[src/design/bba_pkg.sv]
// Package for the block bitmap allocator: map geometry, command codes and widths.
// Used by the channel interfaces and by block_bitmap_allocator.
package bba_pkg;

  // map geometry
  localparam int NUM_BLOCKS = 1024;
  localparam int WORD_LG    = 6;
  localparam int WORD_W     = 1 << WORD_LG;
  localparam int NUM_WORDS  = (NUM_BLOCKS + WORD_W - 1) / WORD_W;
  localparam int WADDR_W    = (NUM_WORDS > 1) ? $clog2(NUM_WORDS) : 1;
  localparam int FULL_W     = WADDR_W + WORD_LG;
  localparam int BLK_REM    = NUM_BLOCKS % WORD_W;

  // field widths
  localparam int CMD_W = 2;
  localparam int IDX_W = 10;
  localparam int FDB_W = 11;
  localparam int CMP_W = (FULL_W >= FDB_W) ? FULL_W + 1 : FDB_W + 1;

  // last map word, and which of its bits are real blocks
  localparam logic [WADDR_W-1:0] LAST_WORD = WADDR_W'(NUM_WORDS - 1);
  localparam logic [WORD_W-1:0]  LAST_MASK = (BLK_REM == 0) ? {WORD_W{1'b1}} :
                                             ((WORD_W'(1) << BLK_REM) - WORD_W'(1));

  // command codes
  localparam logic [CMD_W-1:0] CMD_INIT = 2'd0;
  localparam logic [CMD_W-1:0] CMD_FIND = 2'd1;
  localparam logic [CMD_W-1:0] CMD_MARK = 2'd2;

endpackage

[src/design/bba_if.sv]
// Valid/ready channel interfaces for the block bitmap allocator.
// Depends on bba_pkg for the field widths.

// request channel: command, block index, used flag
interface bba_req_if import bba_pkg::*; ();
  logic             valid;
  logic             ready;
  logic [CMD_W-1:0] cmd;
  logic [IDX_W-1:0] block_index;
  logic             used_flag;

  modport source (output valid, output cmd, output block_index, output used_flag,
                  input ready);
  modport sink   (input valid, input cmd, input block_index, input used_flag,
                  output ready);
endinterface

// response channel: found flag and located block
interface bba_rsp_if import bba_pkg::*; ();
  logic             valid;
  logic             ready;
  logic             found;
  logic [IDX_W-1:0] free_index;

  modport source (output valid, output found, output free_index, input ready);
  modport sink   (input valid, input found, input free_index, output ready);
endinterface

[src/design/block_bitmap_allocator.sv]
// Free-block bitmap allocator with first-fit search over a word-wide map memory.
// Depends on bba_pkg and the channel interfaces in bba_if.sv.
//
//  channel      dir  handshake     contents
//  req_i        in   valid/ready   cmd, block_index, used_flag
//  rsp_o        out  valid/ready   found, free_index
//  cfg_we_i     in   write enable  cfg_data_i = index of the first data block
//
//  Find reads one 64-bit map word per cycle through the single read port and
//  priority-encodes it, then a response state follows. Mark is a read-modify-write
//  of one word. Initialise writes every word once. req_i.ready is high only between
//  requests. Reset clears per-word valid bits, so the whole map reads free at once.
//  A request is taken while an earlier response still waits in the output register.
module block_bitmap_allocator import bba_pkg::*; (
  input  logic             clk_i,
  input  logic             rst_ni,
  input  logic             cfg_we_i,
  input  logic [FDB_W-1:0] cfg_data_i,
  bba_req_if.sink          req_i,
  bba_rsp_if.source        rsp_o
);

  localparam logic [2:0] ST_IDLE = 3'd0;
  localparam logic [2:0] ST_SCAN = 3'd1;
  localparam logic [2:0] ST_MARK = 3'd2;
  localparam logic [2:0] ST_INIT = 3'd3;
  localparam logic [2:0] ST_RESP = 3'd4;

  // lowest set bit of a map word
  function automatic logic [WORD_LG-1:0] lowest_set(input logic [WORD_W-1:0] v);
    logic [WORD_LG-1:0] p;
    p = '0;
    for (int i = WORD_W - 1; i >= 0; i--) begin
      if (v[i]) p = WORD_LG'(i);
    end
    return p;
  endfunction

  logic [2:0]         state_q, state_d;
  logic [FDB_W-1:0]   fdb_q;
  logic [WADDR_W-1:0] addr_q, addr_d;
  logic [WORD_LG-1:0] off_q, off_d;
  logic               first_q, first_d;
  logic               flag_q, flag_d;
  logic [IDX_W-1:0]   start_q, start_d;
  logic               res_found_q, res_found_d;
  logic [IDX_W-1:0]   res_idx_q, res_idx_d;
  logic               out_valid_q;
  logic               found_q;
  logic [IDX_W-1:0]   free_idx_q;

  // map memory with per-word valid bits
  logic [WORD_W-1:0]    mem_q [NUM_WORDS];
  logic [NUM_WORDS-1:0] wvalid_q;
  logic [WORD_W-1:0]    rdata_q;
  logic                 rvld_q;
  logic [WADDR_W-1:0]   rd_addr;
  logic                 wr_en;
  logic [WADDR_W-1:0]   wr_addr;
  logic [WORD_W-1:0]    wr_data;

  logic               req_fire;
  logic               in_range;
  logic [WADDR_W-1:0] req_word;
  logic [WORD_W-1:0]  word, cand, smask, lmask;
  logic               hit, at_last, rsp_free;
  logic [WORD_LG-1:0] hit_pos;
  logic [FULL_W-1:0]  hit_full;
  logic [CMP_W-1:0]   base, fdb_ext, span;
  logic [WORD_W-1:0]  init_word, bit_sel;

  assign req_i.ready = (state_q == ST_IDLE);
  assign req_fire    = req_i.valid && req_i.ready;
  assign in_range    = (32'(req_i.block_index) < NUM_BLOCKS);
  assign req_word    = WADDR_W'(req_i.block_index >> WORD_LG);
  assign rsp_free    = !out_valid_q || rsp_o.ready;

  // scan datapath: mask the word read last cycle and pick its lowest free bit
  assign word     = rvld_q ? rdata_q : '0;
  assign smask    = first_q ? ({WORD_W{1'b1}} << off_q) : {WORD_W{1'b1}};
  assign at_last  = (addr_q == LAST_WORD);
  assign lmask    = at_last ? LAST_MASK : {WORD_W{1'b1}};
  assign cand     = ~word & smask & lmask;
  assign hit      = |cand;
  assign hit_pos  = lowest_set(cand);
  assign hit_full = {addr_q, hit_pos};

  // initialise word: bits below the first data block are used
  assign base    = CMP_W'({addr_q, {WORD_LG{1'b0}}});
  assign fdb_ext = CMP_W'(fdb_q);
  assign span    = fdb_ext - base;
  always_comb begin
    if (fdb_ext >= base + CMP_W'(WORD_W)) begin
      init_word = {WORD_W{1'b1}};
    end else if (fdb_ext <= base) begin
      init_word = '0;
    end else begin
      init_word = ~({WORD_W{1'b1}} << span[WORD_LG-1:0]);
    end
  end

  assign bit_sel = WORD_W'(1) << off_q;

  // sequencer
  always_comb begin
    state_d     = state_q;
    addr_d      = addr_q;
    off_d       = off_q;
    first_d     = first_q;
    flag_d      = flag_q;
    start_d     = start_q;
    res_found_d = res_found_q;
    res_idx_d   = res_idx_q;
    rd_addr     = addr_q;
    wr_en       = 1'b0;
    wr_addr     = addr_q;
    wr_data     = init_word;
    unique case (state_q)
      ST_IDLE: begin
        rd_addr = req_word;
        if (req_fire) begin
          res_found_d = 1'b0;
          res_idx_d   = '0;
          addr_d      = req_word;
          off_d       = req_i.block_index[WORD_LG-1:0];
          first_d     = 1'b1;
          flag_d      = req_i.used_flag;
          start_d     = req_i.block_index;
          state_d     = ST_RESP;
          if (req_i.cmd == CMD_INIT) begin
            addr_d  = '0;
            state_d = ST_INIT;
          end else if (req_i.cmd == CMD_FIND && in_range) begin
            state_d = ST_SCAN;
          end else if (req_i.cmd == CMD_MARK && in_range) begin
            state_d = ST_MARK;
          end
        end
      end
      ST_SCAN: begin
        // read the next word ahead while this one is checked
        rd_addr = at_last ? addr_q : addr_q + WADDR_W'(1);
        first_d = 1'b0;
        if (hit) begin
          res_found_d = 1'b1;
          res_idx_d   = IDX_W'(hit_full);
          state_d     = ST_RESP;
        end else if (at_last) begin
          state_d = ST_RESP;
        end else begin
          addr_d = addr_q + WADDR_W'(1);
        end
      end
      ST_MARK: begin
        wr_en   = 1'b1;
        wr_data = flag_q ? (word | bit_sel) : (word & ~bit_sel);
        state_d = ST_RESP;
      end
      ST_INIT: begin
        wr_en = 1'b1;
        if (at_last) begin
          state_d = ST_RESP;
        end else begin
          addr_d = addr_q + WADDR_W'(1);
        end
      end
      ST_RESP: begin
        if (rsp_free) state_d = ST_IDLE;
      end
      default: state_d = ST_IDLE;
    endcase
  end

  // control registers
  always_ff @(posedge clk_i or negedge rst_ni) begin
    if (!rst_ni) begin
      state_q     <= ST_IDLE;
      fdb_q       <= '0;
      wvalid_q    <= '0;
      rvld_q      <= 1'b0;
      out_valid_q <= 1'b0;
    end else begin
      state_q <= state_d;
      if (cfg_we_i) fdb_q <= cfg_data_i;
      if (wr_en) wvalid_q[wr_addr] <= 1'b1;
      rvld_q <= wvalid_q[rd_addr];
      if (state_q == ST_RESP && rsp_free) begin
        out_valid_q <= 1'b1;
      end else if (rsp_o.ready) begin
        out_valid_q <= 1'b0;
      end
    end
  end

  // payload registers
  always_ff @(posedge clk_i) begin
    addr_q      <= addr_d;
    off_q       <= off_d;
    first_q     <= first_d;
    flag_q      <= flag_d;
    start_q     <= start_d;
    res_found_q <= res_found_d;
    res_idx_q   <= res_idx_d;
    if (state_q == ST_RESP && rsp_free) begin
      found_q    <= res_found_q;
      free_idx_q <= res_idx_q;
    end
  end

  // map memory: one write port, one registered read port
  always_ff @(posedge clk_i) begin
    if (wr_en) mem_q[wr_addr] <= wr_data;
    rdata_q <= mem_q[rd_addr];
  end

  assign rsp_o.valid      = out_valid_q;
  assign rsp_o.found      = found_q;
  assign rsp_o.free_index = free_idx_q;

  // a not-found response always carries index zero
  a_notfound_zero: assert property (@(posedge clk_i) disable iff (!rst_ni)
    rsp_o.valid && !rsp_o.found |-> rsp_o.free_index == '0)
    else $error("not-found response with nonzero index");

  // a located block never lies below the search start
  a_hit_above_start: assert property (@(posedge clk_i) disable iff (!rst_ni)
    state_q == ST_SCAN && hit |-> CMP_W'(hit_full) >= CMP_W'(start_q))
    else $error("find hit below its start block");

  // an in-range mark request goes to the write step next
  a_mark_path: assert property (@(posedge clk_i) disable iff (!rst_ni)
    req_fire && req_i.cmd == CMD_MARK && in_range |=> state_q == ST_MARK)
    else $error("mark request skipped its write");

  // no map write while a find scans the memory
  a_no_write_in_scan: assert property (@(posedge clk_i) disable iff (!rst_ni)
    state_q == ST_SCAN |-> !wr_en)
    else $error("map write during scan");

endmodule
[src/flat_wrapper.sv]
// flat-port wrapper written by rule: the top's interface ports become plain ports
module block_bitmap_allocator_flat import bba_pkg::*;
  (clk_i, rst_ni, cfg_we_i, cfg_data_i, req_i_valid, req_i_cmd, req_i_block_index, req_i_used_flag, req_i_ready, rsp_o_valid, rsp_o_found, rsp_o_free_index, rsp_o_ready);
  bba_req_if req_i_i ();
  bba_rsp_if rsp_o_i ();
  input  logic clk_i;
  input  logic rst_ni;
  input  logic cfg_we_i;
  input  logic [FDB_W-1:0] cfg_data_i;
  input wire logic [$bits(req_i_i.valid)-1:0] req_i_valid;
  input wire logic [$bits(req_i_i.cmd)-1:0] req_i_cmd;
  input wire logic [$bits(req_i_i.block_index)-1:0] req_i_block_index;
  input wire logic [$bits(req_i_i.used_flag)-1:0] req_i_used_flag;
  output wire logic [$bits(req_i_i.ready)-1:0] req_i_ready;
  output wire logic [$bits(rsp_o_i.valid)-1:0] rsp_o_valid;
  output wire logic [$bits(rsp_o_i.found)-1:0] rsp_o_found;
  output wire logic [$bits(rsp_o_i.free_index)-1:0] rsp_o_free_index;
  input wire logic [$bits(rsp_o_i.ready)-1:0] rsp_o_ready;
  assign req_i_i.valid = req_i_valid;
  assign req_i_i.cmd = req_i_cmd;
  assign req_i_i.block_index = req_i_block_index;
  assign req_i_i.used_flag = req_i_used_flag;
  assign req_i_ready = req_i_i.ready;
  assign rsp_o_valid = rsp_o_i.valid;
  assign rsp_o_found = rsp_o_i.found;
  assign rsp_o_free_index = rsp_o_i.free_index;
  assign rsp_o_i.ready = rsp_o_ready;
  block_bitmap_allocator u_core (.clk_i(clk_i), .rst_ni(rst_ni), .cfg_we_i(cfg_we_i), .cfg_data_i(cfg_data_i), .req_i(req_i_i), .rsp_o(rsp_o_i));
endmodule
[config.mk]
export PLATFORM = sky130hd
export DESIGN_NAME = block_bitmap_allocator_flat
export DESIGN_NICKNAME = d
export VERILOG_FILES = /design/src/design/bba_pkg.sv /design/src/design/bba_if.sv /design/src/design/block_bitmap_allocator.sv /design/src/flat_wrapper.sv
export SDC_FILE = /design/constraint.sdc
export NUM_CORES = 2
export LEC_CHECK = 0
export BUFFER_PORTS_ARGS = -buffer_cell sky130_fd_sc_hd__buf_2
export CAP_MARGIN = 20
export CORE_UTILIZATION = 40
export DETAILED_ROUTE_END_ITERATION = 7
export PLACE_DENSITY_LB_ADDON = 0.08
export SETUP_SLACK_MARGIN = 0.1
export SLEW_MARGIN = 5
export SYNTH_ARGS = -nofsm -noshare
export SYNTH_HDL_FRONTEND = slang
export SYNTH_SLANG_ARGS = --single-unit
[constraint.sdc]
create_clock -name clk_i -period 6.4 [get_ports clk_i]
set_input_delay 1.6 -clock clk_i [delete_from_list [all_inputs] [get_ports clk_i]]
set_output_delay 1.6 -clock clk_i [all_outputs]
set_load 0.03 [all_outputs]
==> qor.csv <==
metric;value;unit
status;finished, final reports clean;
DPL Wire Length;88700;um
post_cts resized;0;
root buf cell;clkbuf_16;
Mapped Nets;3495;
drt drc;0;
crit-path max cell delay;0.86;ns
ys async rst share;0.0277;
fmax;0.222;GHz
initial antenna violation count;2;
Seq cells post-synth;1154;
Worst Max-Slew Pin Slew;1.20;ns
total global routing overflow;0;
initial detailed-routing violation count;3296;
hold path cells;0;
DRT Pass-1 Iters;8;
Die H;348;um
crit path cell chain;ha_1 > nand3_1 > ha_1 > nand2_1 > a21oi_1 > a41oi_2 > o21a_1 > o221ai_1;
Final WS setup;1.90;ns
Unique masters post-synth;91;
r2r setup slk;1.90;ns
setup slack after placement;1.86;ns
Cell Pwr Density;487;mW/mm^2
top post-synthesis cells by area;edfxtp_1, mux4_2, nor2_1;
worst-case headroom to the max-slew limit;0.192;
worst hold path class;register to register;
Synth area leader;edfxtp_1;
layout cells sized above 1;0.157;
Antenna Nets Post-Route;0;
Worst Setup End Kind;register;
Syn-to-layout area delta;12.9;%
I/O pins;42;
Routed WL;155000;um
Top delay family on crit path;compound AO/OA/AOI/OAI gates;
CP Buf/Inv Count;0;
clk sinks;1154;
GRT Overall Usage;0.254;
Setup Fix Bufs, Post-CTS;0;
number of global-route vias before repair;30000;
maximum vdd drop;0.000417;V
Clock Latency Late Sink;0.74;ns
Initial Utilization;0.405;
Setup Crit Path Kind;register to register;
Primary FF master, synth;edfxtp_1;
Final setup viols;0;
crit path DAT;4.74;ns
Worst Skew;0.0439;ns
Reg-to-Reg End;u_core.mem_q[7][3];
Worst Hold End;u_core.rsp_o.free_index[1];
RSZ-0062 raised after global routing;no;
largest net degree at the start of global routing;130;
fill cell count;10500;
Critical Path Fanout Max;16;
RR Startpoint;u_core.addr_q[0];
post-DR vias/cell;5.90;
total CTS buffers;117;
Max H-tree Level;3;
Setup TNS Final;0;ns
routability cong.;0.990;
Clock transition at path regs;0.06;ns
Final Slew Violations;0;
FF-to-FF path depth;8;
first-pass GRT wire length;221000;um
num rows;126;
Yosys top cell area share;0.662;
max-cap violations;0;
Final Cycle Share;0.702;
Slowest-stage cell, CP;a41oi_2;
minimum clock period;4.50;ns
hold wc startpoint;u_core.res_idx_q[1];
most used cell, CP;ha_1;
yosys warns;0;
Seq. cell area;0.0339;sq mm
Clock Tree Buf Depth;3;
total die area;0.121;sq mm
CTS tree;done;
Synth Cell Area;0.0480;sq mm
Worst Path Required;6.64;ns
multi-input gate area in the final layout;0.0131;sq mm
core box area;0.119;sq mm
CP startpoint kind;register;
hold_buf cts;0;
Final Hold Fails;0;
Syn Area/Cell;13.9;sq um
Die W;348;um
wire per inst;29.6;um
cells after synthesis;3453;
sequential area share after synthesis;0.706;
number of synthesized flops with an enable pin;1058;
Pleak;17.8;nW
nets;3560;
Port-buffer cells;41;
via count;30800;
[cells by family after synthesis]
family	synth area share
compound gates	0.0859
mux	0.0637
simple gates	0.114
buf+inv	0.0270
fa+ha+maj	0.00339
flops	0.706
xor+xnor	0.000548
[synth_stat cells (all sizes together), types with 25 or more instances]
cell,number
edfxtp,1058
nor2,726
nand2,249
buf,168
mux4,129
nand3,118
a21oi,101
o22ai,96
nor3,87
o221ai,84
clkbuf,70
o21ai,70
dfxtp,64
a31oi,58
dfrtp,32
o211ai,25
[through the flow]
stage	hold WS, ns	utilization	total power, mW	instances	instance area [sq um]
2_1_floorplan	0.400	-	16.2	3453	48000
3_3_place_gp	0.410	0.423	19.6	4973	50200
3_5_place_dp	0.405	0.423	19.7	4977	50200
4_1_cts	0.423	0.455	26.5	5196	54000
5_1_grt	0.436	0.457	27.6	5218	54200
6_report	0.420	0.457	26.4	5219	54200
[sequential cells by signal (all words and copies together), names as in the netlist]
| name | count |
|---|---|
| u_core.off_q | 6 |
| u_core.rsp_o.valid | 1 |
| u_core.first_q | 1 |
| u_core.rsp_o.found | 1 |
| u_core.res_idx_q | 10 |
| u_core.rsp_o.free_index | 10 |
| u_core.addr_q | 4 |
| u_core.rdata_q | 64 |
| u_core.res_found_q | 1 |
| u_core.state_q | 3 |
| u_core.rvld_q | 1 |
| u_core.wvalid_q | 16 |
| u_core.flag_q | 1 |
| u_core.fdb_q | 11 |
| u_core.mem_q | 1024 |
[final cells by class]
cell class	instances	area share
antenna	1	0.0000462
sequential	1154	0.625
clock inverter	60	0.0113
tap	1600	0.0370
multi-input combinational	2037	0.241
inverter	24	0.00166
timing repair buffer	184	0.0255
clock buffer	159	0.0586
[cell usage in the layout, fill, tap and decap left out, types with 81 or more instances in the layout]
cell type  count
a21oi_1       95
buf_4        132
edfxtp_1    1058
nand2_1      248
clkbuf_16    117
o22ai_1       93
o221ai_1      81
mux4_2       129
nor2_1       713
nand3_1      118
[where the power goes]
group	switching (mW)	leakage, nW	internal, mW
Combinational	6.26	5.57	2.88
Sequential	0.585	10.4	9.94
Clock	2.86	1.85	3.84
[worst max path at each step]
stage / start / endpoint / slack [ns] / cells past startpoint
CTS: u_core.addr_q[0] / u_core.mem_q[1][38] / 1.83 / 7
detailed placement: u_core.addr_q[0] / u_core.mem_q[12][33] / 1.86 / 7
floorplan: u_core.state_q[1] / u_core.wvalid_q[0] / 0.49 / 5
global route: u_core.addr_q[0] / u_core.mem_q[4][32] / 1.70 / 7
global placement: u_core.addr_q[0] / u_core.mem_q[1][35] / 1.98 / 7
finish: u_core.addr_q[0] / u_core.mem_q[7][3] / 1.90 / 8
[per-layer routing]
| layer | global-route usage | part of all wire |
|---|---|---|
| met5 | 0 | 0.000084 |
| met4 | 0.0689 | 0.024 |
| met3 | 0.0322 | 0.066 |
| met2 | 0.393 | 0.46 |
| met1 | 0.377 | 0.45 |
(Power assumes the default switching activity.)
